**config.mk**
```make
export PLATFORM = sky130hd
export DESIGN_NAME = detector_frame_deframer_core
export DESIGN_NICKNAME = d
export VERILOG_FILES = /design/src/hdl/dfd_pkg.sv /design/src/hdl/detector_frame_deframer_core.sv /design/src/hdl/dfd_front.sv /design/src/hdl/dfd_queue.sv /design/src/hdl/dfd_back.sv
export VERILOG_INCLUDE_DIRS = /design/src /design/src/hdl
export SDC_FILE = /design/constraint.sdc
export NUM_CORES = 1
export LEC_CHECK = 0
export BUFFER_PORTS_ARGS = -buffer_cell sky130_fd_sc_hd__clkbuf_2
export CORE_MARGIN = 3
export CORE_UTILIZATION = 54
export CTS_CLUSTER_SIZE = 16
export DETAILED_ROUTE_END_ITERATION = 12
export GPL_TIMING_DRIVEN = 0
export PLACE_DENSITY = 0.74
export SYNTH_ARGS = -nofsm -noshare
export SYNTH_HDL_FRONTEND = slang
export SYNTH_HIERARCHICAL = 1
export SYNTH_SLANG_ARGS = --single-unit
```
**constraint.sdc**
```tcl
create_clock -name clk -period 14.5 [get_ports clk]
set_input_delay 2.9 -clock clk [delete_from_list [all_inputs] [get_ports clk]]
set_output_delay 2.9 -clock clk [all_outputs]
set_load 0.05 [all_outputs]
```
**src/hdl/detector_frame_deframer_core_defines.svh**
```systemverilog
// ----------------------------------------------------------------------------
// Detector frame deframer - shared assertion macros
// Concurrent assertion wrappers, empty when SYNTHESIS is defined.
// ----------------------------------------------------------------------------
`ifndef DETECTOR_FRAME_DEFRAMER_CORE_DEFINES_SVH
`define DETECTOR_FRAME_DEFRAMER_CORE_DEFINES_SVH

`ifndef SYNTHESIS
// checked only out of reset
`define DFD_ASSERT(label, prop) \
  label: assert property (@(posedge clk) disable iff (!rst_n) (prop)) \
    else $error("dfd assertion failed");
// checked on every edge, reset included
`define DFD_ASSERT_ALWAYS(label, prop) \
  label: assert property (@(posedge clk) (prop)) \
    else $error("dfd assertion failed");
`else
`define DFD_ASSERT(label, prop)
`define DFD_ASSERT_ALWAYS(label, prop)
`endif

`endif

```
**src/hdl/dfd_pkg.sv**
```systemverilog
// ----------------------------------------------------------------------------
// dfd_pkg
// Types and constants shared by the detector frame deframer modules.
// ----------------------------------------------------------------------------
`timescale 1ns / 1ps

package dfd_pkg;

  localparam int COLS = 1024;
  localparam int ROWS = 1024;

  localparam int WORD_W  = 16;
  localparam int HDR_W   = 12;
  localparam int TAG_W   = 4;
  localparam int FULL_W  = 24;
  localparam int ROW_W   = 12;
  localparam int FRAME_W = 16;
  localparam int ADDR_W  = 22;
  // column counter must hold COLS itself
  localparam int COL_W   = $clog2(COLS + 1);
  localparam int IDX_W   = (COLS > 1) ? $clog2(COLS) : 1;

  localparam logic [WORD_W-1:0] START_MARKER_RST = 16'd35981;
  localparam logic [WORD_W-1:0] END_MARKER_RST   = 16'd36495;

  localparam logic [COL_W-1:0] COLS_C     = COL_W'(COLS);
  localparam logic [ROW_W-1:0] LAST_ROW_C = ROW_W'(ROWS - 1);

  localparam logic [TAG_W-1:0] TAG_TIME_HI = 4'd15;
  localparam logic [TAG_W-1:0] TAG_TIME_LO = 4'd14;
  localparam logic [TAG_W-1:0] TAG_ROW     = 4'd13;
  localparam logic [TAG_W-1:0] TAG_T0_HI   = 4'd12;
  localparam logic [TAG_W-1:0] TAG_T0_LO   = 4'd11;
  localparam logic [TAG_W-1:0] TAG_T1_HI   = 4'd10;
  localparam logic [TAG_W-1:0] TAG_T1_LO   = 4'd9;

  // configuration register indexes
  localparam logic CFG_START = 1'b0;
  localparam logic CFG_END   = 1'b1;

  localparam int QDEPTH = 4;
  localparam int QPTR_W = $clog2(QDEPTH);
  localparam int QCNT_W = $clog2(QDEPTH + 1);

  typedef enum logic [3:0] {
    PH_HUNT    = 4'd0,
    PH_TIME_HI = 4'd1,
    PH_TIME_LO = 4'd2,
    PH_ROW     = 4'd3,
    PH_T0_HI   = 4'd4,
    PH_T0_LO   = 4'd5,
    PH_T1_HI   = 4'd6,
    PH_T1_LO   = 4'd7,
    PH_PIXELS  = 4'd8
  } phase_t;

  typedef enum logic {
    KIND_PIXEL   = 1'b0,
    KIND_ROW_END = 1'b1
  } kind_t;

  // one classified word waiting for the back end
  typedef struct packed {
    kind_t              kind;
    logic [WORD_W-1:0]  pixel_value;
    logic [IDX_W-1:0]   column;
    logic [ROW_W-1:0]   row;
    logic [FULL_W-1:0]  time_stamp;
    logic [FULL_W-1:0]  temp_zero;
    logic [FULL_W-1:0]  temp_one;
    logic [FRAME_W-1:0] frame;
    logic               frame_complete;
  } q_entry_t;

  typedef struct packed {
    logic push;
    logic pop;
  } q_ctrl_t;

endpackage

```
**src/hdl/detector_frame_deframer_core.sv**
```systemverilog
// ----------------------------------------------------------------------------
// detector_frame_deframer_core
// Telemetry deframer: turns a 16-bit word stream into pixel and row-end words.
// ----------------------------------------------------------------------------
// Input channel (in_valid/in_stall/in_word_in) takes one stream word per
// cycle while in_stall is low. The walker hunts the start marker, gathers
// the tagged time, row and temperature header words, then passes COLS pixel
// words and a closing end marker. Each pixel gives one result word carrying
// its address row*COLS+column plus the latest header readings; the end
// marker gives a row-end word, frame_complete set on the last row.
// Throughput: one word per cycle while in_stall is low.
// Path: an accepted word is written into the queue, then into the output
// register when that register is empty or its word is taken (out_stall low).
// A 4-entry queue sits between walker and output register; in_stall rises
// only when that queue is full, so a stalled receiver backs up into the
// input after four pending results plus the one held at the output.
// Config port (cfg_valid/cfg_ready/cfg_index/cfg_data) writes start marker
// (index 0) and end marker (index 1); cfg_ready is always high.
// Reset (rst_n low, synchronous) returns the walker to the hunt, clears all
// readings, counters and the queue, and restores the default markers.
// ----------------------------------------------------------------------------
`timescale 1ns / 1ps

module detector_frame_deframer_core (
  input  logic        clk,
  input  logic        rst_n,
  input  logic        in_valid,
  output logic        in_stall,
  input  logic [15:0] in_word_in,
  output logic        out_valid,
  input  logic        out_stall,
  output logic        out_kind,
  output logic [15:0] out_pixel_value,
  output logic [21:0] out_pixel_address,
  output logic [11:0] out_row_number,
  output logic [23:0] out_time_stamp,
  output logic [23:0] out_temp_zero,
  output logic [23:0] out_temp_one,
  output logic [15:0] out_frame_seq,
  output logic        out_frame_complete,
  input  logic        cfg_valid,
  output logic        cfg_ready,
  input  logic        cfg_index,
  input  logic [15:0] cfg_data
);
  import dfd_pkg::*;

  logic     accept;
  logic     q_full;
  logic     q_valid;
  logic     q_push;
  logic     q_pop;
  q_ctrl_t  q_ctrl;
  q_entry_t wr_entry, rd_entry;

  assign cfg_ready = 1'b1;
  assign in_stall  = q_full;
  assign accept    = in_valid && !in_stall;
  assign q_ctrl    = '{push: q_push, pop: q_pop};

  dfd_front u_front (
    .clk       (clk),
    .rst_n     (rst_n),
    .accept    (accept),
    .word_in   (in_word_in),
    .cfg_we    (cfg_valid && cfg_ready),
    .cfg_index (cfg_index),
    .cfg_data  (cfg_data),
    .push      (q_push),
    .entry     (wr_entry)
  );

  dfd_queue u_queue (
    .clk      (clk),
    .rst_n    (rst_n),
    .ctrl     (q_ctrl),
    .wr_entry (wr_entry),
    .rd_entry (rd_entry),
    .rd_valid (q_valid),
    .full     (q_full)
  );

  dfd_back u_back (
    .clk                (clk),
    .rst_n              (rst_n),
    .q_valid            (q_valid),
    .q_entry            (rd_entry),
    .pop                (q_pop),
    .out_valid          (out_valid),
    .out_stall          (out_stall),
    .out_kind           (out_kind),
    .out_pixel_value    (out_pixel_value),
    .out_pixel_address  (out_pixel_address),
    .out_row_number     (out_row_number),
    .out_time_stamp     (out_time_stamp),
    .out_temp_zero      (out_temp_zero),
    .out_temp_one       (out_temp_one),
    .out_frame_seq      (out_frame_seq),
    .out_frame_complete (out_frame_complete)
  );

endmodule

```
**src/hdl/dfd_front.sv**
```systemverilog
// ----------------------------------------------------------------------------
// dfd_front
// Packet walker: hunts the start marker, assembles header readings and
// classifies pixel and end-marker words into queue entries.
// ----------------------------------------------------------------------------
`timescale 1ns / 1ps

module dfd_front (
  input  logic                    clk,
  input  logic                    rst_n,
  input  logic                    accept,
  input  logic [15:0]             word_in,
  input  logic                    cfg_we,
  input  logic                    cfg_index,
  input  logic [15:0]             cfg_data,
  output logic                    push,
  output dfd_pkg::q_entry_t       entry
);
  import dfd_pkg::*;

  phase_t             phase_r, phase_nxt;
  logic [COL_W-1:0]   col_r, col_nxt;
  logic [ROW_W-1:0]   row_r, row_nxt;
  logic [HDR_W-1:0]   time_hi_r, time_hi_nxt;
  logic [FULL_W-1:0]  time_r, time_nxt;
  logic [HDR_W-1:0]   t0_hi_r, t0_hi_nxt;
  logic [FULL_W-1:0]  t0_r, t0_nxt;
  logic [HDR_W-1:0]   t1_hi_r, t1_hi_nxt;
  logic [FULL_W-1:0]  t1_r, t1_nxt;
  logic [FRAME_W-1:0] frame_r, frame_nxt;
  logic [WORD_W-1:0]  start_r, end_r;

  logic [TAG_W-1:0] tag;
  logic [HDR_W-1:0] low;

  assign tag = word_in[WORD_W-1 -: TAG_W];
  assign low = word_in[HDR_W-1:0];

  always_comb begin
    phase_nxt   = phase_r;
    col_nxt     = col_r;
    row_nxt     = row_r;
    time_hi_nxt = time_hi_r;
    time_nxt    = time_r;
    t0_hi_nxt   = t0_hi_r;
    t0_nxt      = t0_r;
    t1_hi_nxt   = t1_hi_r;
    t1_nxt      = t1_r;
    frame_nxt   = frame_r;
    push        = 1'b0;

    entry.kind           = KIND_PIXEL;
    entry.pixel_value    = word_in;
    entry.column         = col_r[IDX_W-1:0];
    entry.row            = row_r;
    entry.time_stamp     = time_r;
    entry.temp_zero      = t0_r;
    entry.temp_one       = t1_r;
    entry.frame          = frame_r;
    entry.frame_complete = 1'b0;

    if (accept) begin
      unique case (phase_r)
        PH_HUNT: begin
          if (word_in == start_r) phase_nxt = PH_TIME_HI;
        end
        PH_TIME_HI: begin
          if (tag == TAG_TIME_HI) begin
            time_hi_nxt = low;
            phase_nxt   = PH_TIME_LO;
          end
        end
        PH_TIME_LO: begin
          if (tag == TAG_TIME_LO) begin
            time_nxt  = {time_hi_r, low};
            phase_nxt = PH_ROW;
          end
        end
        PH_ROW: begin
          if (tag == TAG_ROW) begin
            row_nxt = low;
            if (low == '0) frame_nxt = frame_r + 1'b1;
            col_nxt   = '0;
            phase_nxt = PH_T0_HI;
          end
        end
        PH_T0_HI: begin
          if (tag == TAG_T0_HI) begin
            t0_hi_nxt = low;
            phase_nxt = PH_T0_LO;
          end
        end
        PH_T0_LO: begin
          if (tag == TAG_T0_LO) begin
            t0_nxt    = {t0_hi_r, low};
            phase_nxt = PH_T1_HI;
          end
        end
        PH_T1_HI: begin
          if (tag == TAG_T1_HI) begin
            t1_hi_nxt = low;
            phase_nxt = PH_T1_LO;
          end
        end
        PH_T1_LO: begin
          if (tag == TAG_T1_LO) begin
            t1_nxt    = {t1_hi_r, low};
            phase_nxt = PH_PIXELS;
          end
        end
        PH_PIXELS: begin
          // markers inside the pixel run are plain pixels
          if (col_r < COLS_C) begin
            col_nxt = col_r + 1'b1;
            push    = 1'b1;
          end else if (word_in == end_r) begin
            col_nxt              = '0;
            phase_nxt            = PH_HUNT;
            push                 = 1'b1;
            entry.kind           = KIND_ROW_END;
            entry.pixel_value    = '0;
            entry.column         = '0;
            entry.frame_complete = (row_r == LAST_ROW_C);
          end
        end
        default: phase_nxt = PH_HUNT;
      endcase
    end
  end

  always_ff @(posedge clk) begin
    if (!rst_n) begin
      phase_r   <= PH_HUNT;
      col_r     <= '0;
      row_r     <= '0;
      time_hi_r <= '0;
      time_r    <= '0;
      t0_hi_r   <= '0;
      t0_r      <= '0;
      t1_hi_r   <= '0;
      t1_r      <= '0;
      frame_r   <= '0;
      start_r   <= START_MARKER_RST;
      end_r     <= END_MARKER_RST;
    end else begin
      phase_r   <= phase_nxt;
      col_r     <= col_nxt;
      row_r     <= row_nxt;
      time_hi_r <= time_hi_nxt;
      time_r    <= time_nxt;
      t0_hi_r   <= t0_hi_nxt;
      t0_r      <= t0_nxt;
      t1_hi_r   <= t1_hi_nxt;
      t1_r      <= t1_nxt;
      frame_r   <= frame_nxt;
      if (cfg_we) begin
        unique case (cfg_index)
          CFG_START: start_r <= cfg_data;
          CFG_END:   end_r   <= cfg_data;
          default:   ;
        endcase
      end
    end
  end

endmodule

```
**src/hdl/dfd_queue.sv**
```systemverilog
// ----------------------------------------------------------------------------
// dfd_queue
// Short entry queue between the packet walker and the output stage.
// ----------------------------------------------------------------------------
`timescale 1ns / 1ps
`include "detector_frame_deframer_core_defines.svh"

module dfd_queue (
  input  logic              clk,
  input  logic              rst_n,
  input  dfd_pkg::q_ctrl_t  ctrl,
  input  dfd_pkg::q_entry_t wr_entry,
  output dfd_pkg::q_entry_t rd_entry,
  output logic              rd_valid,
  output logic              full
);
  import dfd_pkg::*;

  q_entry_t           mem_r [QDEPTH];
  logic [QPTR_W-1:0]  wr_ptr_r, rd_ptr_r;
  logic [QCNT_W-1:0]  count_r, count_nxt;

  assign rd_valid = (count_r != '0);
  assign full     = (count_r == QCNT_W'(QDEPTH));
  assign rd_entry = mem_r[rd_ptr_r];

  always_comb begin
    count_nxt = count_r;
    if (ctrl.push && !ctrl.pop) count_nxt = count_r + 1'b1;
    else if (!ctrl.push && ctrl.pop) count_nxt = count_r - 1'b1;
  end

  always_ff @(posedge clk) begin
    if (ctrl.push) mem_r[wr_ptr_r] <= wr_entry;
  end

  always_ff @(posedge clk) begin
    if (!rst_n) begin
      wr_ptr_r <= '0;
      rd_ptr_r <= '0;
      count_r  <= '0;
    end else begin
      if (ctrl.push) wr_ptr_r <= wr_ptr_r + 1'b1;
      if (ctrl.pop)  rd_ptr_r <= rd_ptr_r + 1'b1;
      count_r <= count_nxt;
    end
  end

  `DFD_ASSERT(a_no_push_full, !(ctrl.push && full && !ctrl.pop))
  `DFD_ASSERT(a_no_pop_empty, ctrl.pop |-> rd_valid)
  `DFD_ASSERT(a_count_bound, count_r <= QCNT_W'(QDEPTH))
  `DFD_ASSERT(a_ptr_gap, QPTR_W'(wr_ptr_r - rd_ptr_r) == count_r[QPTR_W-1:0])
  `DFD_ASSERT_ALWAYS(a_reset_empty, !rst_n |=> (count_r == '0))

endmodule

```
**src/hdl/dfd_back.sv**
```systemverilog
// ----------------------------------------------------------------------------
// dfd_back
// Output stage: forms pixel addresses and holds the result word until the
// receiver takes it.
// ----------------------------------------------------------------------------
`timescale 1ns / 1ps

module dfd_back (
  input  logic              clk,
  input  logic              rst_n,
  input  logic              q_valid,
  input  dfd_pkg::q_entry_t q_entry,
  output logic              pop,
  output logic              out_valid,
  input  logic              out_stall,
  output logic              out_kind,
  output logic [15:0]       out_pixel_value,
  output logic [21:0]       out_pixel_address,
  output logic [11:0]       out_row_number,
  output logic [23:0]       out_time_stamp,
  output logic [23:0]       out_temp_zero,
  output logic [23:0]       out_temp_one,
  output logic [15:0]       out_frame_seq,
  output logic              out_frame_complete
);
  import dfd_pkg::*;

  logic              valid_r;
  q_entry_t          hold_r;
  logic [ADDR_W-1:0] addr_r, addr_nxt;

  // row-end entries carry row but no address
  always_comb begin
    addr_nxt = ADDR_W'(q_entry.row) * ADDR_W'(COLS) + ADDR_W'(q_entry.column);
    if (q_entry.kind == KIND_ROW_END) addr_nxt = '0;
  end

  assign pop = q_valid && (!valid_r || !out_stall);

  always_ff @(posedge clk) begin
    if (!rst_n) begin
      valid_r <= 1'b0;
    end else if (!valid_r || !out_stall) begin
      valid_r <= q_valid;
    end
  end

  always_ff @(posedge clk) begin
    if (pop) begin
      hold_r <= q_entry;
      addr_r <= addr_nxt;
    end
  end

  assign out_valid          = valid_r;
  assign out_kind           = hold_r.kind;
  assign out_pixel_value    = hold_r.pixel_value;
  assign out_pixel_address  = addr_r;
  assign out_row_number     = hold_r.row;
  assign out_time_stamp     = hold_r.time_stamp;
  assign out_temp_zero      = hold_r.temp_zero;
  assign out_temp_one       = hold_r.temp_one;
  assign out_frame_seq      = hold_r.frame;
  assign out_frame_complete = hold_r.frame_complete;

endmodule
```
==> Word level (Yosys, flattened, before mapping) <==
Memories as Yosys holds them, arrays and structs flattened. A register that Yosys moved wholly into a read port is not among the register bits.
Index checks and enable logic that the tools add are counted.
{ "word_totals": {"in_bits": 38, "wordCells": 125, "out_inout_bits": 143, "regBits": 331, "mem_bits_rw": 512, "n_memories": 1} }
{ "op_classes": {"n_mux": 33, "reduce_logical": 27, "n_bitwise": 1, "n_lt_le_gt_ge": 1, "eq_ne": 30, "addsub": 7} }
{ "memory_table": {"columns": ["name", "depth", "word_bits", "rd", "rd_ports_with_merged_regs", "write_ports", "line_no", "text"], "rows": [
  ["u_queue.mem_r", 4, 128, 1, 1, 1, "dfd_queue.sv:19", "q_entry_t mem_r [QDEPTH];"]
]} }
{ "ops": {"columns": ["op", "count"], "rows": [
  ["27-bit 2-to-1 mux", 4],
  ["4-bit 2-to-1 mux", 10],
  ["4-bit case mux with 9 select lines", 1],
  ["11-bit 2-to-1 mux", 3],
  ["16-bit equality test", 2],
  ["4-bit equality test (second input constant)", 8],
  ["22-bit by 10-bit adder with 22-bit output", 1],
  ["11-bit case mux with 2 select lines", 1],
  ["3-bit AND reduction", 7],
  ["2-bit by 1-bit != test with 1-bit output (second input constant)", 9],
  ["16-bit by 1-bit adder with 16-bit output (second input constant)", 1],
  ["4-bit by 3-bit equality test with 1-bit output (second input constant)", 4],
  ["12-bit by 10-bit equality test with 1-bit output (second input constant)", 1],
  ["12-bit zero test", 1],
  ["11-bit by 1-bit adder with 11-bit output (second input constant)", 1],
  ["11-bit < comparator (second input constant)", 1],
  ["11-bit AND reduction", 1],
  ["1-bit 2-to-1 mux", 10],
  ["4-bit by 2-bit equality test with 1-bit output (second input constant)", 2],
  ["4-bit AND reduction", 2],
  ["3-bit 2-to-1 mux", 2],
  ["1-bit zero test", 5],
  ["2-bit by 1-bit adder with 2-bit output (second input constant)", 2],
  ["4-bit by 1-bit equality test with 1-bit output (second input constant)", 1],
  ["other kinds (13)", 19]
]} }

==> Logic depth before layout (Yosys ltp) <==
Gate-level depths: netlist of the first run.
{ "depth": {"word_depth": 9, "ltp_mapped": 11, "depth_no_buf": 10} }

==> Cells and area by module <==
The synthesis of the first run kept the hierarchy.
{ "by_module_without_submodules": {"columns": ["module", "seq_area_each_um2", "area_per_inst_um2", "instances", "cells_per_inst"], "rows": [
  ["dfd_queue", 15554.9, 19018.2, 1, 711],
  ["dfd_front", 3663.5, 8081.5, 1, 909],
  ["dfd_back", 4224.1, 4443.0, 1, 168],
  ["detector_frame_deframer_core", 0.0, 25.0, 1, 3]
]} }

==> Least setup slack after synthesis of the first run <==
Ideal clock, no wire load.
{ "synth_timing": {"kind": "input to register", "startpoint": "in out_stall", "endpoint": "reg u_queue.count_r[2]", "path_slack_ps": -454, "required_time_ps": 14424, "cell_stages": 8, "path_buffers": 0, "arrival_ps": 14878, "setup_time_ps": 76, "cell_sequence": "a21boi_0 inv_1 ha_1 inv_1 fa_1 xor2_1 or3_1 a21boi_0"} }
{ "synth_between": {"elab_chain_len": 6, "word_cells_on_any_way": 8, "classes_between": "mux (1); reduce/logical (7)"} }
{ "synth_rtl": {"columns": ["item", "line_no", "text"], "rows": [
  ["start, declared", "detector_frame_deframer_core.sv:31", "input logic out_stall,"],
  ["1-bit zero test (*)", "dfd_back.sv:38", "assign pop = q_valid && (!valid_r || !out_stall);"],
  ["1-bit logical OR (*)", "dfd_back.sv:38", null],
  ["1-bit logical AND (*)", "dfd_back.sv:38", null],
  ["1-bit zero test", "dfd_queue.sv:29", "if (ctrl.push && !ctrl.pop) count_nxt = count_r + 1'b1;"],
  ["1-bit logical AND", "dfd_queue.sv:29", null],
  ["3-bit 2-to-1 mux or 2-bit nonzero test (tied branches)", null, null],
  ["end signal, assigned", "dfd_queue.sv:45", "count_r <= count_nxt;"],
  ["end, declared", "dfd_queue.sv:21", "logic [QCNT_W-1:0] count_r, count_nxt;"]
]} }
Every way passes the cells marked *; elsewhere a longest branch is shown, timed or not.
A chain may end at the register's enable or synchronous reset.

==> Worst setup path in the final report of the first run <==
{ "layout_timing": {"startpoint": "in in_word_in[13]", "endpoint": "reg u_queue.count_r[2]"} }
{ "layout_between": {"elab_chain_len": 8, "word_cells_on_any_way": 10, "classes_between": "eq/ne (1); mux (5); reduce/logical (4)"} }
{ "layout_rtl": {"columns": ["item", "line_no", "text"], "rows": [
  ["start, declared", "detector_frame_deframer_core.sv:29", "input logic [15:0] in_word_in,"],
  ["16-bit equality test (*)", "dfd_front.sv:116", "end else if (word_in == end_r) begin"],
  ["1-bit 2-to-1 mux (*)", "dfd_front.sv:116", null],
  ["1-bit 2-to-1 mux (*)", "dfd_front.sv:113", "if (col_r < COLS_C) begin"],
  ["1-bit 2-to-1 mux (*)", "dfd_front.sv:63", "unique case (phase_r)"],
  ["1-bit 2-to-1 mux (*)", "dfd_front.sv:62", "if (accept) begin"],
  ["net q_push", "detector_frame_deframer_core.sv:51", "logic q_push;"],
  ["1-bit zero test", "dfd_queue.sv:30", "else if (!ctrl.push && ctrl.pop) count_nxt = count_r - 1'b1;"],
  ["1-bit logical AND", "dfd_queue.sv:30", null],
  ["2-bit nonzero test (no line)", null, null]
]} }
The timed path passes the listed nets; every way through them passes the cells marked *.

==> out/metrics.yaml, run 1 <==
status: "finished, final reports clean"
synth_common_cells: "edfxtp_1, nand2_1, dfxtp_1, mux4_2, nor2b_1"
synth_top_area_share_pct: 62.0
grt_pass1_wl_mm: 98.7
fin_ws_ns: 9.01
ctsResizeCount: 0
p_total_uw: 6530
maxCapViolCount: 0
finClkSkew_ns: 0.0265
clk_transition_reported_paths_ns: 0.06
core_area_um2: 57100
numClockSinks: 845
grt_start_max_net_pins: 58
fmax_mhz: 182
syn_avg_cell_area_um2: 17.6
die_y_um: 248
fin_util_pct: 63.7
fin_crit_sh_pct: 37.9
drive_above_1_share_pct: 24.8
min_period_ns: 5.49
start_util_pct: 55.2
dp_hpwl_mm: 40.5
ys_warn_count: 6
netlist_instances: 1791
synth_top_cells_by_area: "edfxtp_1, dfxtp_1, mux4_2"
rsz0062_at_grt: "false"
grt_pass1_vias: 16600
clockBufferDepth: 3
ys_ff_latch: 845
cp_max_fo: 9
vdd_drop_max_uv: 147
die_w_um: 248
critPathKind: "in2reg"
syn2layout_area_growth_pct: 15.3
cts_tree: "yes"
portBuffers: 175
wirelength_mm: 65.0
hold_viol: 0
worst_pin_slew_ns: 1.30
cts_made_buffers: 81
ctsHoldBuffers: 0
ys_types: 65
viasPerCell: 5.65
drtIter0Drc: 1577
routedWlPerCell_um: 22.5
syn_nets: 1837
drv_slew: 0
synth_edf_count: 652
power.leakage_uw: 0.0125
endpoint_kind: "flip-flop"
arrival_ns: 6.02
yosysMostFrequentCell: "edfxtp_1"
synth_top_cell_by_area: "edfxtp_1"
drc: 0
cts_root_buf: "clkbuf_16"
antenna_found_initial: 1
fin_nets: 2108
relSlewSlack_pct: 13.1
start_kind: "input pin"
worstHoldPathType: "reg2reg"
dr_total_vias: 16300
cts_max_level: 3
setup_violations: 0
fillers: 3926
grt-ovfl-total: 0
dieArea_um2: 61400
power.density_nw_per_um2: 179
syn_area_um2: 31600
grt_usage_pct: 21.6
ant_nets: 0
critPathRequiredTime_ns: 15.02
clock_latency_ns: 0.62
dpl_worst_slack_ns: 8.48
gp_congestion: 0.832
finalSetupTns_ns: 0
post_cts_buffers: 0
seq_area_frac_synth_pct: 74.3
synth_ff_type: "edfxtp_1"
drt_first_pass_iters: 7
ios: 181
core.rowCount: 87
async_flop_share_pct: 0
==> layout make-up <==
| type | count | area (um^2) | share of cell area [%] |
|---|---|---|---|
| clock buffer | 125 | 2470 | 6.79 |
| antenna | 3 | 7.51 | 0.0206 |
| multi-input combinational | 832 | 7450 | 20.5 |
| tap | 756 | 946 | 2.60 |
| timing repair buffer | 188 | 1200 | 3.31 |
| buffer | 101 | 649 | 1.78 |
| clock inverter | 26 | 189 | 0.519 |
| sequential | 845 | 23400 | 64.4 |
| inverter | 13 | 48.8 | 0.134 |
==> report_power, final <==
part | switching (uW) | internal [uW] | total [uW] | leakage, uW
registers | 64.8 | 2870 | 2930 | 0.00753
clock network | 860 | 1210 | 2070 | 0.00131
logic | 1100 | 432 | 1530 | 0.00369
total | 2020 | 4510 | 6530 | 0.0125
==> cell usage in the layout (no fill, tap or decap), types with 5 or more instances in the layout <==
cell type / instances
edfxtp_1: 652
nand2_1: 204
dfxtp_1: 193
clkbuf_2: 176
mux4_2: 128
nor2b_1: 100
clkbuf_16: 89
clkbuf_1: 74
mux2i_1: 67
a21boi_1: 44
a21boi_0: 38
buf_2: 31
xor2_1: 30
nand3_1: 29
xnor2_1: 21
and2_1: 19
nor2b_2: 15
clkinv_2: 14
buf_12: 14
nand4_1: 14
nor2_1: 14
inv_1: 12
o21ai_0: 12
clkbuf_8: 11
or3_1: 10
buf_16: 9
nor3_1: 9
buf_6: 8
a21oi_1: 7
nor4_1: 7
ha_1: 7
clkinv_1: 5
nand2b_1: 5
and3_1: 5
==> routing by layer <==
metal | up-vias | wire length [um] | track usage [%]
met5 | - | 0 | 0
met2 | 566 | 32000 | 35.5
met4 | 0 | 1990 | 8.55
met3 | 113 | 4080 | 3.50
met1 | 8345 | 27000 | 29.4
li1 | 7311 | - | -
==> worst max-delay path: stages <==
cell and delay (ns):
buf_2 0.26, xnor2_1 0.17, nand4_1 0.21, nor4_4 0.55, o211a_1 0.47, ha_1 0.28
inv_1 0.07, fa_1 0.38, xor2_1 0.17, or3_1 0.31, a21boi_0 0.23
==> cells by family (layout without fill, tap and decap cells) <==
family	Yosys count	in the layout	share of synthesized area, %
buffers and inverters	114	453	2.21
AOI/OAI and AO/OA	119	119	2.73
muxes	195	195	11.3
and+or+nand+nor	457	457	7.72
xor gates and xnor gates	52	52	1.47
DFF	845	845	74.3
other	1	4	0.0119
adders and majority gates	8	8	0.341
==> final timing paths <==
kind	from	endpoint	slack, ns	cells past startpoint
setup / recovery	in_word_in[13]	u_queue/count_r[2]	9.01	11
hold / removal	u_front/t0_hi_r[11]	u_front/t0_r[23]	0.46	2
setup reg to reg	u_front/end_r[10]	u_queue/count_r[2]	11.21	10
hold reg to reg	u_front/t0_hi_r[11]	u_front/t0_r[23]	0.46	2
==> stage by stage <==
step	instance area [um^2]	hold WS, ns	instances
2_1_floorplan	31600	0.430	1791
3_3_place_gp	33400	0.446	2722
3_5_place_dp	33700	0.447	2735
4_1_cts	36400	0.449	2886
5_1_grt	36400	0.467	2887
6_report	36400	0.456	2889
==> sequential cells by signal (all words and copies together), names as in the netlist, 2 cells and up, named ones only <==
signal and cells:
u_back/out_temp_one 24, u_queue/mem_r 512, u_queue/count_r 3, u_back/out_frame_seq 16
u_back/out_time_stamp 24, u_back/out_pixel_value 16, u_queue/wr_ptr_r 2, u_front/t1_r 24
u_front/end_r 16, u_front/start_r 16, u_front/t1_hi_r 12, u_back/out_temp_zero 24
u_queue/rd_ptr_r 2, u_back/out_row_number 12, u_front/t0_hi_r 12, u_back/out_pixel_address 22
u_front/frame_r 16, u_front/time_r 24, u_front/phase_r 4, u_front/row_r 12
u_front/col_r 11, u_front/t0_r 24, u_front/time_hi_r 12
Note: power is estimated with default switching activity, not from simulation.
==> run 2, diff against run 1 <==
--- a/config.mk
+++ b/config.mk
@@ -8,11 +8,11 @@
 export LEC_CHECK = 0
 export BUFFER_PORTS_ARGS = -buffer_cell sky130_fd_sc_hd__clkbuf_2
 export CORE_MARGIN = 3
-export CORE_UTILIZATION = 54
+export CORE_UTILIZATION = 60
 export CTS_CLUSTER_SIZE = 16
 export DETAILED_ROUTE_END_ITERATION = 12
 export GPL_TIMING_DRIVEN = 0
-export PLACE_DENSITY = 0.74
+export PLACE_DENSITY = 0.78
 export SYNTH_ARGS = -nofsm -noshare
 export SYNTH_HDL_FRONTEND = slang
 export SYNTH_HIERARCHICAL = 1
==> constraint.sdc (replaced) <==
create_clock -name clk -period 5.3 [get_ports clk]
set_input_delay 1.06 -clock clk [delete_from_list [all_inputs] [get_ports clk]]
set_output_delay 1.06 -clock clk [all_outputs]
set_load 0.05 [all_outputs]
==> out/metrics.yaml, run 2 (synthesis gave the netlist of run 1 again) <==
viasPerCell: 5.91
cts_tree: "yes"
dieArea_um2: 55400
core_area_um2: 51700
drive_above_1_share_pct: 24.8
finClkSkew_ns: 0.0151
drt_first_pass_iters: 6
post_cts_buffers: 0
ctsHoldBuffers: 0
antenna_found_initial: 3
min_period_ns: 3.50
critPathLaunch: "in_word_in[2]"
gp_congestion: 0.875
start_util_pct: 61.0
endpoint_kind: "flip-flop"
fin_crit_sh_pct: 66.0
start_kind: "input pin"
regMostFlops: "u_queue/mem_r"
hold_start: "u_front/t1_hi_r[0]"
instances_no_fill: 2812
worst_pin_slew_ns: 1.31
grt_usage_pct: 24.0
vdd_drop_max_uv: 619
clk_transition_reported_paths_ns: 0.06
ant_nets: 0
core.rowCount: 83
fmax_mhz: 286
wirelength_mm: 66.3
worstHoldPathType: "reg2reg"
relSlewSlack_pct: 12.6
numClockSinks: 845
drc: 0
syn2layout_area_growth_pct: 15.3
fin_nets: 2107
portBuffers: 175
cts_max_level: 3
routedWlPerCell_um: 23.6
critPathRequiredTime_ns: 5.83
power.leakage_uw: 0.0126
fin_ws_ns: 1.80
grt_start_max_net_pins: 54
grt_pass1_vias: 17000
r2r_start: "u_front/end_r[2]"
final_common_cell: "edfxtp_1"
grt_pass1_wl_mm: 101
arrival_ns: 4.03
ios: 181
die_w_um: 235
setup_violations: 0
clock_latency_ns: 0.60
fillers: 3243
rsz0062_at_grt: "false"
critPathKind: "in2reg"
drtIter0Drc: 1582
largest_register_ffs: 512
ctsResizeCount: 0
status: "finished, final reports clean"
fin_area_um2: 36400
cts_root_buf: "clkbuf_16"
cts_made_buffers: 80
power.density_nw_per_um2: 497
post_dp_cell_area_um2: 33600
dp_hpwl_mm: 40.4
placedCellCount: 2659
hold_viol: 0
dr_total_vias: 16600
die_y_um: 235
clockBufferDepth: 3
maxCapViolCount: 0
grt-ovfl-total: 0
layout_common_cells: "edfxtp_1, nand2_1, dfxtp_1"
drv_slew: 0
whs_ns: 0.454
dpl_worst_slack_ns: 1.27
cp_max_fo: 7
-- run 2: changes by cell type in the layout (fill, tap and decap cells not counted), moves of 2 or more --
| cell | before | now |
|---|---|---|
| clkbuf_1 | 74 | 62 |
| clkinv_2 | 14 | 11 |
| inv_6 | 1 | 3 |
| clkbuf_16 | 89 | 84 |
| diode_2 | 3 | 5 |
| clkbuf_8 | 11 | 4 |
| clkinv_1 | 5 | 15 |
| bufinv_16 | 2 | 12 |
-- run 2: power by group --
group	leakage [uW]	switching (uW)	total (uW)	internal [uW]
Sequential	0.00752	177	8020	7840
Combinational	0.00369	2990	4170	1180
Clock	0.00134	2360	5900	3540
-- run 2: final cells by class --
cell class | instances | area (um^2) | share of cell area, %
clock inverter | 47 | 544 | 1.49
inverter | 13 | 48.8 | 0.134
sequential | 845 | 23400 | 64.4
multi-input combinational | 832 | 7450 | 20.5
timing repair buffer | 188 | 1200 | 3.31
tap | 680 | 851 | 2.34
buffer | 101 | 649 | 1.78
clock buffer | 101 | 2210 | 6.06
antenna | 5 | 12.5 | 0.0344
-- run 2: layer usage --
| layer | routed length (um) | vias up | track usage (%) |
|---|---|---|---|
| met3 | 4860 | 123 | 4.37 |
| met2 | 34000 | 687 | 40.1 |
| li1 | - | 7318 | - |
| met5 | 0 | - | 0 |
| met4 | 1700 | 0 | 8.50 |
| met1 | 25700 | 8486 | 32.2 |
-- run 2: path summary, 6_finish.rpt --
kind                            slack [ns]  depth (start not counted)                 end
worst max-delay path                  1.80                         11  u_queue/count_r[2]
worst min-delay path                  0.45                          2    u_front/t1_r[12]
worst max register to register        2.06                         10  u_queue/count_r[2]
worst min register to register        0.45                          2    u_front/t1_r[12]
-- run 2: critical path, stage by stage --
cell and delay, ns:
clkbuf_2 0.11, xnor2_1 0.20, nand4_1 0.26, nor4_4 0.60, o211a_1 0.46, ha_1 0.27, inv_1 0.06, fa_1 0.37
xor2_1 0.16, or3_1 0.32, a21boi_0 0.16
-- run 2: through the flow --
step | utilization [%] | total power [uW] | setup TNS [ns]
5_1_grt | 70.4 | 18700 | 0
2_1_floorplan | - | 11300 | 0
3_3_place_gp | 64.4 | 12300 | -281.27
4_1_cts | 70.4 | 18200 | 0
6_report | 70.4 | 18100 | 0
3_5_place_dp | 65.1 | 12400 | 0
==> run 3, diff against run 2 <==
--- a/config.mk
+++ b/config.mk
@@ -6,13 +6,14 @@
 export SDC_FILE = /design/constraint.sdc
 export NUM_CORES = 1
 export LEC_CHECK = 0
+export ABC_AREA = 1
 export BUFFER_PORTS_ARGS = -buffer_cell sky130_fd_sc_hd__clkbuf_2
 export CORE_MARGIN = 3
-export CORE_UTILIZATION = 60
+export CORE_UTILIZATION = 55
 export CTS_CLUSTER_SIZE = 16
 export DETAILED_ROUTE_END_ITERATION = 12
 export GPL_TIMING_DRIVEN = 0
-export PLACE_DENSITY = 0.78
+export PLACE_DENSITY = 0.75
 export SYNTH_ARGS = -nofsm -noshare
 export SYNTH_HDL_FRONTEND = slang
 export SYNTH_HIERARCHICAL = 1
==> constraint.sdc (replaced) <==
create_clock -name clk -period 2.9 [get_ports clk]
set_input_delay 0.58 -clock clk [delete_from_list [all_inputs] [get_ports clk]]
set_output_delay 0.58 -clock clk [all_outputs]
set_load 0.05 [all_outputs]
==> out/metrics.yaml, run 3 <==
p_total_uw: 36800
r2r_end: "u_queue/mem_r[1][51]"
reg2reg_setup_slack_ns: 0.12
synth_ff_type: "edfxtp_1"
critPathLaunch: "u_front/phase_r[0]"
synthAdderAreaFrac_pct: 0.336
dr_total_vias: 21400
timing.critical_path.cells: "nor2_1 -> nand4_1 -> a21oi_4 -> nand2_2 -> clkinvlp_4 -> buf_12 -> buf_12 -> buf_12"
routedWlPerCell_um: 21.7
drive_above_1_share_pct: 18.8
maxCapViolCount: 0
cp_max_fo: 31
dieArea_um2: 61200
relSlewSlack_pct: 44.5
start_util_pct: 56.2
cts_max_level: 3
r2r_start: "u_front/phase_r[0]"
cp_top_family: "simple AND/OR/NAND/NOR gates"
min_period_ns: 2.78
ys_ff_latch: 845
fin_nets: 2878
final_common_cell: "edfxtp_1"
synth_top_area_share_pct: 61.1
hold_start: "cfg_data[10]"
grt_usage_pct: 25.7
synth_top_family_by_area: "compound AO/OA/AOI/OAI gates"
ys_warn_count: 6
clk_transition_reported_paths_ns: 0.07
drt_first_pass_iters: 6
drv_slew: 0
vdd_drop_max_uv: 1050
syn_nets: 2587
synth_top_cell_by_area: "edfxtp_1"
dpl_worst_slack_ns: -0.821
cpPeakStageDelay_ns: 0.44
cts_made_buffers: 83
clock_latency_ns: 0.63
fmax_mhz: 360
fin_ws_ns: 0.121
start_kind: "flip-flop"
whs_ns: 0.222
grt_pass1_vias: 20800
grt_pass1_wl_mm: 119
async_flop_share_pct: 0
worstHoldPathType: "in2reg"
path_buf_inv: 4
drtIter0Drc: 2369
layout_common_cells: "edfxtp_1, nor2_1, o21ai_0"
drc: 0
ctsHoldBuffers: 0
cts_root_buf: "clkbuf_16"
clockBufferDepth: 3
power.density_nw_per_um2: 989
setup_violations: 0
netlist_instances: 2541
placedCellCount: 3496
critPathRequiredTime_ns: 3.21
antenna_found_initial: 9
yosys.area_share.simple_pct: 9.62
cts_tree: "yes"
syn_avg_cell_area_um2: 12.6
gp_congestion: 0.890
fin_area_um2: 37200
die_w_um: 247
die_y_um: 247
syn2layout_area_growth_pct: 16.1
synth.area.mux_share_pct: 0
hold_path_end: "u_front/end_r[10]"
worst_pin_slew_ns: 0.832
synth_common_cells: "edfxtp_1, nor2_1, o21ai_0, dfxtp_1, nand2_1"
viasPerCell: 5.85
cpMostUsedCell: "buf_12"
regMostFlops: "u_queue/mem_r"
largest_register_ffs: 512
numClockSinks: 845
ios: 181
core.rowCount: 87
dp_hpwl_mm: 50.4
finClkSkew_ns: 0.0276
seq_area_frac_synth_pct: 73.1
post_dp_cell_area_um2: 34400
endpoint_kind: "flip-flop"
ys_types: 47
synth_top_cells_by_area: "edfxtp_1, dfxtp_1, nor2_1"
synth_edf_count: 652
grt_start_max_net_pins: 37
grt-ovfl-total: 0
min_path_cells: 3
portBuffers: 178
rsz0062_at_grt: "false"
slowest_stage: "a21oi_4"
synth_compound_area_share_pct: 11.9
wirelength_mm: 79.6
instances_no_fill: 3664
hold_viol: 0
yosysMostFrequentCell: "edfxtp_1"
arrival_ns: 3.09
status: "finished, final reports clean"
syn_area_um2: 32100
reg2reg_depth: 8
power.leakage_uw: 0.0137
synth_xor_area_share_pct: 0.765
fin_crit_sh_pct: 95.8
ant_nets: 0
critPathKind: "reg2reg"
core_area_um2: 57000
[run 3: power by group]
group          internal, uW  leakage (uW)  switching, uW  total (uW)
Sequential            14700       0.00802            371       15000
Clock                  6300       0.00135           4520       10800
Combinational          2700       0.00438           8280       11000
Total                 23700        0.0137          13200       36800
[run 3: worst max path at each step]
stage	cells past startpoint	to	slack [ns]
final	8	u_queue/mem_r[1][51]	0.12
after global routing	10	u_queue/mem_r[1][58]	0.02
after CTS	9	u_queue/mem_r[2][59]	0.02
after detailed placement	14	u_queue/mem_r[3][51]	-0.82
after global placement	11	u_queue/mem_r[0][45]	-2.93
after floorplan	7	u_queue/count_r[1]	-1.21
[run 3: logic make-up after synthesis]
group | after synthesis
other | 1
XOR/XNOR | 28
adder cells (fa/ha/maj) | 8
buffers and inverters | 273
AND/OR/NAND/NOR | 726
flip-flops | 845
AO/OA/AOI/OAI | 660
[run 3: routing by layer]
layer,track usage [%],vias up,routed length [um]
li1,-,9689,-
met1,34.3,10500,31000
met2,41.9,1045,38400
met3,4.99,182,7430
met4,10.5,8,2640
met5,0,-,66
[run 3: layout make-up]
type	count	area, um^2
antenna	5	12.5
buffer	138	868
clock buffer	112	2290
clock inverter	44	473
fill	4108	19800
inverter	135	528
multi-input combinational	1423	7300
sequential	845	23400
tap	756	946
timing repair buffer	204	1360
timing repair inverter	2	10.0
[run 3: worst reg2reg max path, stage by stage, from the launching register on]
cell        delay [ns]
dfxtp_1           0.36
nor2_1            0.23
nand4_1           0.43
a21oi_4           0.44
nand2_2           0.15
clkinvlp_4        0.12
buf_12            0.19
buf_12            0.24
buf_12            0.27
[run 3: through the flow]
stage,util [%],setup TNS (ns)
2_1_floorplan,-,-434.59
3_3_place_gp,59.6,-1717.58
3_5_place_dp,60.3,-215.39
4_1_cts,65.2,0
5_1_grt,65.3,0
6_report,65.3,0
[run 3: timing repair]
item                       4_1_cts  5_1_grt
buffers inserted                 3        2
gates cloned                     2        0
resized for setup                0        1
setup endpoints to repair       98      155
